==> src/design/mpq_pkg.sv <==
// shared types and constants of the multilevel priority task queue
// no dependencies

package mpq_pkg;

  localparam int DEF_NUM_LEVELS   = 16;
  localparam int DEF_TASK_SLOTS   = 64;
  localparam int DEF_TASK_ID_BITS = 16;

  localparam int PRIO_W   = 4;
  localparam int STATUS_W = 2;

  typedef enum logic {
    REQ_ADD  = 1'b0,
    REQ_TAKE = 1'b1
  } req_e;

  typedef enum logic [STATUS_W-1:0] {
    STAT_OK    = 2'd0,
    STAT_EMPTY = 2'd1,
    STAT_FULL  = 2'd2
  } status_e;

endpackage

==> src/design/mpq_ram.sv <==
// generic single write port, single read port ram with registered read
// no dependencies

module mpq_ram #(
  parameter int WIDTH = 8,
  parameter int DEPTH = 64
) (
  input  logic                     clk_i,
  input  logic                     we_i,
  input  logic [$clog2(DEPTH)-1:0] waddr_i,
  input  logic [WIDTH-1:0]         wdata_i,
  input  logic [$clog2(DEPTH)-1:0] raddr_i,
  output logic [WIDTH-1:0]         rdata_o
);

  logic [WIDTH-1:0] mem_q [DEPTH];
  logic [WIDTH-1:0] rdata_q;

  always_ff @(posedge clk_i) begin
    if (we_i) begin
      mem_q[waddr_i] <= wdata_i;
    end
    rdata_q <= mem_q[raddr_i];
  end

  assign rdata_o = rdata_q;

endmodule

==> src/design/mpq_prio_enc.sv <==
// lowest-index priority encoder over the level occupancy bitmap
// depends on mpq_pkg

module mpq_prio_enc import mpq_pkg::*; #(
  parameter int NUM_LEVELS = DEF_NUM_LEVELS
) (
  input  logic [NUM_LEVELS-1:0]         occ_i,
  output logic                          found_o,
  output logic [$clog2(NUM_LEVELS)-1:0] idx_o
);

  localparam int LW = $clog2(NUM_LEVELS);

  always_comb begin
    idx_o = '0;
    for (int i = NUM_LEVELS - 1; i >= 0; i--) begin
      if (occ_i[i]) begin
        idx_o = LW'(i);
      end
    end
  end

  assign found_o = |occ_i;

endmodule

==> src/design/multilevel_priority_task_queue_core.sv <==
// multilevel priority task queue: one linked fifo of task ids per level
// level heads, tails and occupancy in flops, slot links and tasks in rams
// depends on mpq_pkg, mpq_ram, mpq_prio_enc
//
// usage
//   request channel: start with req_type_i, priority_req_i, task_id_i; a
//   request is taken on every clock edge where start is high and busy is
//   low. busy stays low, so a request can be given in every cycle.
//   add files task_id_i at the tail of level priority_req_i (levels beyond
//   the top saturate); take removes the oldest task of the lowest occupied
//   level.
//   result channel: done_o is high for one cycle with status_o,
//   out_task_id_o, out_priority_o and now_empty_o; the receiver cannot
//   stall it.
//   a request is first registered in the request stage, and its result is
//   then registered in the result registers. throughput: one request per cycle, set by
//   the single read and write port of each slot ram; the head, tail and
//   ram read address for a request are looked up in its request cycle.
//   reset: the queue is empty and all slots sit on the free list; no
//   clearing pass is needed, so requests are taken right after reset.

module multilevel_priority_task_queue_core import mpq_pkg::*; #(
  parameter int NUM_LEVELS   = DEF_NUM_LEVELS,
  parameter int TASK_SLOTS   = DEF_TASK_SLOTS,
  parameter int TASK_ID_BITS = DEF_TASK_ID_BITS
) (
  input  logic                    clk_i,
  input  logic                    rst_ni,
  input  logic                    start,
  output logic                    busy,
  input  logic                    req_type_i,
  input  logic [PRIO_W-1:0]       priority_req_i,
  input  logic [TASK_ID_BITS-1:0] task_id_i,
  output logic                    done_o,
  output logic [STATUS_W-1:0]     status_o,
  output logic [TASK_ID_BITS-1:0] out_task_id_o,
  output logic [PRIO_W-1:0]       out_priority_o,
  output logic                    now_empty_o
);

  localparam int LW = $clog2(NUM_LEVELS);
  localparam int SW = $clog2(TASK_SLOTS);
  localparam int CW = $clog2(TASK_SLOTS + 1);

  // queue state
  logic [NUM_LEVELS-1:0] occ_q, occ_d;
  logic [SW-1:0]         head_q [NUM_LEVELS];
  logic [SW-1:0]         head_d [NUM_LEVELS];
  logic [SW-1:0]         tail_q [NUM_LEVELS];
  logic [SW-1:0]         tail_d [NUM_LEVELS];
  logic [SW-1:0]         free_head_q, free_head_d;
  logic [CW-1:0]         count_q, count_d;
  logic [CW-1:0]         fresh_q, fresh_d;

  // request stage
  logic                    vld_q;
  logic                    req_q;
  logic [TASK_ID_BITS-1:0] task_q;
  logic [LW-1:0]           lvl_q;
  logic                    found_q;
  logic [SW-1:0]           head_sel_q;
  logic [SW-1:0]           tail_sel_q;
  logic                    occ_sel_q;
  logic [SW-1:0]           link_raddr_q;
  logic                    link_hit_q;
  logic [SW-1:0]           link_byp_q;
  logic                    task_hit_q;
  logic [TASK_ID_BITS-1:0] task_byp_q;

  // result registers
  logic                    done_q;
  status_e                 status_q, status_d;
  logic [TASK_ID_BITS-1:0] out_task_q;
  logic [PRIO_W-1:0]       out_prio_q;
  logic                    now_empty_q;

  // lookup for the incoming request
  logic          accept;
  logic          enc_found;
  logic [LW-1:0] enc_idx;
  logic [LW-1:0] add_lvl;
  logic [LW-1:0] sel_lvl;
  logic [SW-1:0] head_a;
  logic [SW-1:0] link_raddr;

  // ram ports
  logic                    link_we;
  logic [SW-1:0]           link_waddr;
  logic [SW-1:0]           link_rdata;
  logic                    task_we;
  logic [TASK_ID_BITS-1:0] task_rdata;

  // request execution
  logic                    add_ok;
  logic                    add_full;
  logic                    take_ok;
  logic                    take_last;
  logic [SW-1:0]           link_eff;
  logic [SW-1:0]           link_next;
  logic [TASK_ID_BITS-1:0] task_eff;

  assign busy   = 1'b0;
  assign accept = start && !busy;

  // execution of the registered request
  assign add_full  = vld_q && (req_q == REQ_ADD) && (count_q == CW'(TASK_SLOTS));
  assign add_ok    = vld_q && (req_q == REQ_ADD) && (count_q != CW'(TASK_SLOTS));
  assign take_ok   = vld_q && (req_q == REQ_TAKE) && found_q;
  assign take_last = (head_sel_q == tail_sel_q);

  // slots never handed out link to the next slot; the ram holds no link for them
  assign link_next = (link_raddr_q == SW'(TASK_SLOTS - 1)) ? '0 : link_raddr_q + SW'(1);
  assign link_eff  = link_hit_q ? link_byp_q :
                     (CW'(link_raddr_q) >= fresh_q) ? link_next : link_rdata;
  assign task_eff  = task_hit_q ? task_byp_q : task_rdata;

  assign link_we    = (add_ok && occ_sel_q) || take_ok;
  assign link_waddr = add_ok ? tail_sel_q : head_sel_q;
  assign task_we    = add_ok;

  always_comb begin
    occ_d       = occ_q;
    head_d      = head_q;
    tail_d      = tail_q;
    free_head_d = free_head_q;
    count_d     = count_q;
    fresh_d     = fresh_q;
    if (add_ok) begin
      occ_d[lvl_q]  = 1'b1;
      tail_d[lvl_q] = free_head_q;
      if (!occ_sel_q) begin
        head_d[lvl_q] = free_head_q;
      end
      free_head_d = link_eff;
      count_d     = count_q + CW'(1);
      if (CW'(free_head_q) == fresh_q) begin
        fresh_d = fresh_q + CW'(1);
      end
    end else if (take_ok) begin
      if (take_last) begin
        occ_d[lvl_q] = 1'b0;
      end else begin
        head_d[lvl_q] = link_eff;
      end
      free_head_d = head_sel_q;
      count_d     = count_q - CW'(1);
    end
  end

  always_comb begin
    status_d = STAT_OK;
    if (add_full) begin
      status_d = STAT_FULL;
    end else if (vld_q && (req_q == REQ_TAKE) && !found_q) begin
      status_d = STAT_EMPTY;
    end
  end

  // lookup on the state as it stands after the registered request
  mpq_prio_enc #(
    .NUM_LEVELS(NUM_LEVELS)
  ) u_prio_enc (
    .occ_i  (occ_d),
    .found_o(enc_found),
    .idx_o  (enc_idx)
  );

  always_comb begin
    if (int'(priority_req_i) >= NUM_LEVELS) begin
      add_lvl = LW'(NUM_LEVELS - 1);
    end else begin
      add_lvl = LW'(priority_req_i);
    end
  end

  assign sel_lvl    = (req_type_i == REQ_TAKE) ? enc_idx : add_lvl;
  assign head_a     = head_d[enc_idx];
  assign link_raddr = (req_type_i == REQ_TAKE) ? head_a : free_head_d;

  mpq_ram #(
    .WIDTH(SW),
    .DEPTH(TASK_SLOTS)
  ) u_link_ram (
    .clk_i  (clk_i),
    .we_i   (link_we),
    .waddr_i(link_waddr),
    .wdata_i(free_head_q),
    .raddr_i(link_raddr),
    .rdata_o(link_rdata)
  );

  mpq_ram #(
    .WIDTH(TASK_ID_BITS),
    .DEPTH(TASK_SLOTS)
  ) u_task_ram (
    .clk_i  (clk_i),
    .we_i   (task_we),
    .waddr_i(free_head_q),
    .wdata_i(task_q),
    .raddr_i(head_a),
    .rdata_o(task_rdata)
  );

  // control state
  always_ff @(posedge clk_i or negedge rst_ni) begin
    if (!rst_ni) begin
      occ_q       <= '0;
      free_head_q <= '0;
      count_q     <= '0;
      fresh_q     <= '0;
      vld_q       <= 1'b0;
      done_q      <= 1'b0;
    end else begin
      occ_q       <= occ_d;
      free_head_q <= free_head_d;
      count_q     <= count_d;
      fresh_q     <= fresh_d;
      vld_q       <= accept;
      done_q      <= vld_q;
    end
  end

  // level pointers, undefined until written
  always_ff @(posedge clk_i) begin
    head_q <= head_d;
    tail_q <= tail_d;
  end

  // request payload and ram bypass
  always_ff @(posedge clk_i) begin
    if (accept) begin
      req_q      <= req_type_i;
      task_q     <= task_id_i;
      lvl_q      <= sel_lvl;
      found_q    <= enc_found;
      head_sel_q <= head_a;
      tail_sel_q <= tail_d[sel_lvl];
      occ_sel_q  <= occ_d[sel_lvl];
    end
    link_raddr_q <= link_raddr;
    link_hit_q   <= link_we && (link_waddr == link_raddr);
    link_byp_q   <= free_head_q;
    task_hit_q   <= task_we && (free_head_q == head_a);
    task_byp_q   <= task_q;
  end

  // result payload
  always_ff @(posedge clk_i) begin
    if (vld_q) begin
      status_q    <= status_d;
      out_task_q  <= take_ok ? task_eff : '0;
      out_prio_q  <= take_ok ? PRIO_W'(lvl_q) : '0;
      now_empty_q <= (count_d == '0);
    end
  end

  assign done_o         = done_q;
  assign status_o       = status_q;
  assign out_task_id_o  = out_task_q;
  assign out_priority_o = out_prio_q;
  assign now_empty_o    = now_empty_q;

endmodule

==> config.mk <==
export PLATFORM = sky130hd
export DESIGN_NAME = multilevel_priority_task_queue_core
export DESIGN_NICKNAME = d
export VERILOG_FILES = /design/src/design/mpq_pkg.sv /design/src/design/mpq_ram.sv /design/src/design/mpq_prio_enc.sv /design/src/design/multilevel_priority_task_queue_core.sv
export SDC_FILE = /design/constraint.sdc
export NUM_CORES = 2
export LEC_CHECK = 0
export ABC_AREA = 1
export BUFFER_PORTS_ARGS = -buffer_cell sky130_fd_sc_hd__buf_2
export CAP_MARGIN = 20
export CELL_PAD_IN_SITES_DETAIL_PLACEMENT = 1
export CELL_PAD_IN_SITES_GLOBAL_PLACEMENT = 2
export CORE_MARGIN = 2
export CORE_UTILIZATION = 40
export DETAILED_ROUTE_END_ITERATION = 8
export HOLD_SLACK_MARGIN = 0.1
export PLACE_DENSITY = 0.83
export SYNTH_ARGS = -nofsm -noshare
export SYNTH_HDL_FRONTEND = slang
export SYNTH_HIERARCHICAL = 1
export SYNTH_SLANG_ARGS = --single-unit
==> constraint.sdc <==
create_clock -name clk_i -period 6.06 [get_ports clk_i]
set_input_delay 1.212 -clock clk_i [delete_from_list [all_inputs] [get_ports clk_i]]
set_output_delay 1.212 -clock clk_i [all_outputs]
set_load 0.1 [all_outputs]
## After elaboration in Yosys (flattened, before gate mapping)

Memory sizes are Yosys's and may differ from the RTL's. A register that Yosys moved wholly into a read port is not among the register bits.
Cells that the tools add are included.

| storage, ports and cells | value |
|---|---|
| register bits | 318 |
| bits in latches | 0 |
| memory bits (writable) | 1408 |
| memory bits (read-only) | 0 |
| bits of input ports | 24 |
| output and inout bits | 25 |
| logic and storage cells | 153 |
| memories kept | 2 |

| operators by class | value |
|---|---|
| add/sub/neg operators | 4 |
| multiply operators | 0 |
| div/mod/pow operators | 0 |
| $lt $le $gt $ge | 8 |
| eq/ne operators | 7 |
| shift operators | 0 |
| muxes and demuxes | 55 |
| bitwise operators | 7 |
| reductions and logical operators | 16 |

Memory list:

| name | depth | width | read ports | clocked after Yosys merged registers in | write ports | line | RTL |
|---|---|---|---|---|---|---|---|
| u_task_ram.mem_q | 64 | 16 | 1 | 1 | 1 | mpq_ram.sv:16 | `logic [WIDTH-1:0] mem_q [DEPTH];` |
| u_link_ram.mem_q | 64 | 6 | 1 | 1 | 1 | mpq_ram.sv:16 |  |

Operators with widths:

| operator | number |
|---|---|
| $mux 96 | 5 |
| $bwmux 96 | 3 |
| $mux 6 | 12 |
| $mux 4 | 17 |
| $mux 16 | 4 |
| $bmux 6 s4 | 2 |
| $demux 6 s4 | 1 |
| $eq 6x6->1 | 3 |
| $and 16x16->16 | 1 |
| $not 16->16 | 1 |
| $or 16x16->16 | 1 |
| $reduce_or 16->1 | 1 |
| $ge 5x5->1 const B | 3 |
| $not 4->5 | 3 |
| $add 7x1->7 const B | 2 |
| $mux 7 | 2 |
| $logic_and 1x1->1 | 11 |
| $lt 4x5->1 const B | 2 |
| $eq 6x7->1 | 1 |
| $eq 7x7->1 const B | 1 |
| $ge 6x7->1 | 1 |
| $logic_not 7->1 | 1 |
| $mux 1 | 7 |
| $ne 7x7->1 const B | 1 |
| 11 further kinds | 11 |

## Longest topological paths before layout

| depth | value |
|---|---|
| word-level depth | 32 |
| gate-level depth with buffers | 45 |
| mapped depth without buffers | 39 |

## By module

Netlist, hierarchy kept.

By module, submodules not included:

| module | times used | cells each | area an instance (sq um) | seq. area each (sq um) |
|---|---|---|---|---|
| mpq_ram (u_task_ram) | 1 | 3517 | 42099.1 | 31069.8 |
| multilevel_priority_task_queue_core | 1 | 2153 | 16325.7 | 7136.8 |
| mpq_ram (u_link_ram) | 1 | 1376 | 15930.3 | 11651.2 |
| mpq_prio_enc | 1 | 49 | 209.0 | 0.0 |

## Worst setup path before layout

Ideal clock, no wire load.

| path | value |
|---|---|
| path kind | reg-to-reg |
| from | register vld_q |
| to | register u_task_ram.rdata_q[6], in the netlist u_task_ram/rdata_o[6], read port of u_task_ram.mem_q |
| setup time | 114 ps |
| arrival time | 4682 ps |
| required time | 5946 ps |
| slack | 1264 ps |
| stages on the path, launching flop included | 44 |
| buffers on the path | 8 |
| period minus slack after synthesis | 4796 ps |
| cell sequence | dfrtp_1 inv_1 nor2_1 nand2_4 inv_2 buf_6 buf_2 nand2_1 buf_2 nand2_1 nand2_1 nand2_1 nand2_1 nand2_1 nand2_1 nand2_1 nand2_1 nand2_1 (+8 left out) nand3_1 nand3_1 nand3_1 nand3_1 nand2_1 inv_1 buf_6 inv_8 buf_6 buf_4 nand2_1 nand3_1 nand3_1 nand2_1 nand2_1 nand3_1 nand3_1 nand2_1 |

| on the way | value |
|---|---|
| cells in the longest elaborated chain, start to end | 24 |
| elaborated cells on any way between the ends | 28 |
| those cells by class | mux (23); bitwise (1); reduce/logical (4) |

RTL lines:

| element | line | RTL |
|---|---|---|
| start: declaration | multilevel_priority_task_queue_core.sv:56 | `logic vld_q;` |
| start signal: assignment | multilevel_priority_task_queue_core.sv:218 | `vld_q <= accept;` |
| $logic_and 1x1->1 (2 in a row) | multilevel_priority_task_queue_core.sv:108 | `assign take_ok = vld_q && (req_q == REQ_TAKE) && found_q;` |
| $mux 16 | multilevel_priority_task_queue_core.sv:139 | `end else if (take_ok) begin` |
| $mux 16 (*) | multilevel_priority_task_queue_core.sv:128 | `if (add_ok) begin` |
| via occ_d[15] | multilevel_priority_task_queue_core.sv:46 | `logic [NUM_LEVELS-1:0] occ_q, occ_d;` |
| $mux 4 (*) (16 in a row) | mpq_prio_enc.sv:17 | `if (occ_i[i]) begin` |
| via enc_idx[0] | multilevel_priority_task_queue_core.sv:80 | `logic [LW-1:0] enc_idx;` |
| $not 4->5 (not written as such) (*) | multilevel_priority_task_queue_core.sv:177 | `assign head_a = head_d[enc_idx];` |
| $bmux 6 s4 (*) | multilevel_priority_task_queue_core.sv:177 |  |
| $mux 6 (not written as such) (*) (2 in a row) | multilevel_priority_task_queue_core.sv:177 |  |
| via head_a[0] | multilevel_priority_task_queue_core.sv:83 | `logic [SW-1:0] head_a;` |
| end: declaration | mpq_ram.sv:17 | `logic [WIDTH-1:0] rdata_q;` |

The timed path passes the listed nets; every way through them passes the cells marked *. The select of a mux whose other input is x is not followed.
A chain may end at the register's enable or synchronous reset.

## Final worst setup path

| path | value |
|---|---|
| from | register count_q[2] |
| to | register u_task_ram.rdata_q[9], in the netlist u_task_ram/rdata_o[9], read port of u_task_ram.mem_q |

| on the way | value |
|---|---|
| cells in the longest elaborated chain, start to end | 23 |
| elaborated cells on any way between the ends | 24 |
| those cells by class | eq/ne (1); mux (21); bitwise (1); reduce/logical (1) |

RTL lines:

| element | line | RTL |
|---|---|---|
| start: declaration | multilevel_priority_task_queue_core.sv:52 | `logic [CW-1:0] count_q, count_d;` |
| start signal: assignment | multilevel_priority_task_queue_core.sv:216 | `count_q <= count_d;` |
| $ne 7x7->1 | multilevel_priority_task_queue_core.sv:107 | `assign add_ok = vld_q && (req_q == REQ_ADD) && (count_q != CW'(TASK_SLOTS));` |
| $logic_and 1x1->1 | multilevel_priority_task_queue_core.sv:107 |  |
| $mux 16 | multilevel_priority_task_queue_core.sv:128 |  |
| via occ_d[15] | multilevel_priority_task_queue_core.sv:46 |  |
| $mux 4 (16 in a row) | mpq_prio_enc.sv:17 |  |
| via enc_idx[1] | multilevel_priority_task_queue_core.sv:80 |  |
| $not 4->5 (not written as such) | multilevel_priority_task_queue_core.sv:177 |  |
| $bmux 6 s4 | multilevel_priority_task_queue_core.sv:177 |  |
| $mux 6 (not written as such) (2 in a row) | multilevel_priority_task_queue_core.sv:177 |  |
| via head_a[1] | multilevel_priority_task_queue_core.sv:83 |  |

The timed path passes the listed nets, and every way through them passes these cells. The select of a mux whose other input is x is not followed.

==> impl_metrics.json <==
{
  "outcome": "finished, final reports clean",
  "finalCriticalPeriod_ns": 5.72,
  "routed_wl_mm": 241,
  "first_pass_grt_wire_length_mm": 362,
  "layout.filler_cells": 19900,
  "grt_remaining_overflow": 0,
  "synth.cell_area_um2": 74600,
  "clkLatencyLatePin_ns": 0.85,
  "drtIter0Drc": 5010,
  "clkTransAtPathRegs_ns": 0.06,
  "multi_input_area_um2": 21500,
  "register_area_share_after_synthesis": 0.669,
  "via_count": 55200,
  "fin_hold_ws_ns": 0.290,
  "setup-violations-final": 0,
  "cpPeakStageDelay_ns": 0.43,
  "number_of_nets_still_failing_antenna_checks_after_routing": 0,
  "die-area_um2": 190000,
  "syn-mean-instance-area_um2": 10.5,
  "antenna_found_initial": 2,
  "setup_repair_after_global_routing_missed_its_margin": "no",
  "setup_total_negative_slack_ns": 0,
  "syn-instance-count": 7095,
  "htree_levels": 4,
  "grt_util_all_layers": 0.249,
  "cts_tree": "yes",
  "globalplace.congestion": 0.865,
  "critical_path.most_common_cell": "sky130_fd_sc_hd__nand3_1",
  "worstSetupEndpointType": "flip-flop",
  "route.detailed.vias_per_inst": 5.66,
  "postSynthNetCount": 7130,
  "slew-limit-headroom": 0.234,
  "grt.met1_usage": 0.340,
  "finish.net_count": 7164,
  "drive_above_1_share": 0.0921,
  "proportion_of_netlist_area_held_by_the_largest_area_contributor": 0.590,
  "placeableCoreArea_um2": 185000,
  "worst_ep_required_time_ns": 6.75,
  "synth_largest_area_cell": "sky130_fd_sc_hd__edfxtp_1",
  "asyncSetResetFlopFracSynth": 0.0217,
  "ys_warn_count": 6,
  "hpwl_mm": 145,
  "grt_pass1_vias": 56900,
  "cap_viol_max_count": 0,
  "first_pass_iters": 6,
  "numPortBuffers": 47,
  "clk_path_buf_depth": 3,
  "grt_util_met2": 0.410,
  "drc": 0,
  "critical-path-top-delay-family": "simple AND/OR/NAND/NOR gates",
  "arrival_ns": 6.42,
  "final_min_period_over_clock_period": 0.944,
  "busiest_layer": "met2",
  "timing.critical_path.buf_inv": 6,
  "tightest_pin_transition_ns": 1.13,
  "cts-buffers-inserted": 190,
  "timing.final.hold_violations": 0,
  "peak_freq_ghz": 0.175,
  "chipHeight_um": 436,
  "postSynth.topFlopCell": "sky130_fd_sc_hd__edfxtp_1",
  "slew_viol_final": 0,
  "synth.area.top_cells": "sky130_fd_sc_hd__edfxtp_1, sky130_fd_sc_hd__nand2_1, sky130_fd_sc_hd__nand3_1, sky130_fd_sc_hd__dfxtp_1, sky130_fd_sc_hd__buf_2",
  "flow.area_growth_from_synthesis_pct": 13.0,
  "netlist-cell-type-count": 51,
  "cpMaxStageDelayCell": "sky130_fd_sc_hd__dfrtp_1",
  "worstSetupStartpointType": "flip-flop",
  "clock-sinks": 1748,
  "io-pin-count": 49,
  "placementRows": 158,
  "die_w_um": 436,
  "hold_class": "input pin to asynchronous set/reset pin",
  "finClkSkew_ns": 0.0506,
  "worstSetupPathType": "flip-flop to flip-flop",
  "sequential_cell_area_um2": 49900,
  "worstPathMaxFanout": 30,
  "routedWlPerCell_um": 24.6,
  "synthMostInstantiatedCell": "sky130_fd_sc_hd__nand2_1",
  "synth_edf_count": 1466,
  "yosys_register_bits": 1748,
  "post_synth_most_frequent_cells": "sky130_fd_sc_hd__nand2_1, sky130_fd_sc_hd__nand3_1, sky130_fd_sc_hd__edfxtp_1",
  "clock-root-buffer": "sky130_fd_sc_hd__clkbuf_16",
  "globalRouteMet3Util": 0.0342,
  "postCtsSetupBuffers": 0,
  "floorplan.initialDensity": 0.403,
  "grt_max_degree": 146
}
[what timing repair did]
| action | 4_1_cts | 5_1_grt |
|---|---|---|
| setup endpoints to repair | 0 | 15 |
| hold buffers | 0 | 0 |
| endpoints found under the hold margin | 0 | 0 |
| resized for setup | 0 | 5 |
[area by class of cell]
| type | instances | area share |
|---|---|---|
| multi-input combinational | 4692 | 0.255 |
| timing repair buffer | 289 | 0.0316 |
| clock buffer | 266 | 0.0635 |
| antenna | 3 | 0.0000891 |
| inverter | 208 | 0.00988 |
| sequential | 1748 | 0.592 |
| clock inverter | 79 | 0.0112 |
| tap | 2480 | 0.0368 |
[metal layers]
metal | share of wire | vias to the layer above
met5 | 0 | -
met4 | 0.031 | 0
met3 | 0.054 | 393
met2 | 0.48 | 1641
met1 | 0.43 | 28400
li1 | - | 24800
[flip-flops by register name (all words and copies together) (netlist names), 2 cells and up]
register            flops
occ_q                  16
head_sel_q              6
status_o                2
u_link_ram/mem_q      384
free_head_q             6
tail_sel_q              6
out_priority_o          4
task_q                 16
link_byp_q              6
tail_q                 96
task_byp_q             16
fresh_q                 7
u_task_ram/rdata_o     16
u_link_ram/rdata_o      6
count_q                 7
link_raddr_q            6
u_task_ram/mem_q     1024
head_q                 96
out_task_id_o          16
lvl_q                   4
[worst register-to-register path, delay by kind of cell, from the launching register on]
kind / cells / cell delay (ns)
and+or+nand+nor: 23 / 3.59
buffers and inverters: 6 / 1.34
DFF: 1 / 0.43
AOI/OAI and AO/OA: 1 / 0.17
[metrics by stage]
stage | util | instances | setup slack, ns | instance area [um2]
2_1_floorplan | - | 7095 | 1.26 | 74600
3_3_place_gp | 0.420 | 9412 | 0.291 | 77800
3_5_place_dp | 0.420 | 9414 | 0.266 | 77900
4_1_cts | 0.454 | 9759 | 0.212 | 84100
5_1_grt | 0.455 | 9763 | 0.0435 | 84200
6_report | 0.455 | 9765 | 0.337 | 84300
[layout by cell type, fill, tap and decap left out, types with 31 or more instances in the layout]
master / n
sky130_fd_sc_hd__a21boi_0: 66
sky130_fd_sc_hd__a21oi_1: 150
sky130_fd_sc_hd__a21oi_2: 42
sky130_fd_sc_hd__buf_12: 42
sky130_fd_sc_hd__buf_2: 49
sky130_fd_sc_hd__buf_4: 191
sky130_fd_sc_hd__clkbuf_1: 53
sky130_fd_sc_hd__clkbuf_16: 199
sky130_fd_sc_hd__clkinv_1: 34
sky130_fd_sc_hd__dfrtp_1: 31
sky130_fd_sc_hd__dfxtp_1: 244
sky130_fd_sc_hd__edfxtp_1: 1466
sky130_fd_sc_hd__inv_1: 172
sky130_fd_sc_hd__nand2_1: 2248
sky130_fd_sc_hd__nand3_1: 1489
sky130_fd_sc_hd__nand4_1: 32
sky130_fd_sc_hd__nor2_1: 237
sky130_fd_sc_hd__o211ai_1: 68
sky130_fd_sc_hd__o21a_1: 31
sky130_fd_sc_hd__o21ai_0: 156
[cells by family after synthesis]
group                      Yosys count  share of synthesized area
muxes                                1                   0.000151
other                                1                  0.0000503
DFF                               1748                      0.669
buffers and inverters              655                     0.0444
xor gates and xnor gates            20                    0.00235
adders and majority gates           11                    0.00185
and+or+nand+nor                   4087                      0.235
AOI/OAI and AO/OA                  572                     0.0476
[final timing paths]
check                      startpoint                    end  slack, ns  depth (start not counted)
min                            rst_ni               occ_q[8]       0.29                          1
max                        count_q[2]  u_task_ram/rdata_o[9]       0.34                         30
min in group clk_i         tail_q[54]             tail_q[54]       0.45                          2
max in group asynchronous      rst_ni         free_head_q[4]       5.25                          2
min reg2reg                tail_q[54]             tail_q[54]       0.45                          2
max reg2reg                count_q[2]  u_task_ram/rdata_o[9]       0.34                         30
Power is not shown: default switching activity piles up to over one toggle a cycle in this logic, so the estimate is an artifact.
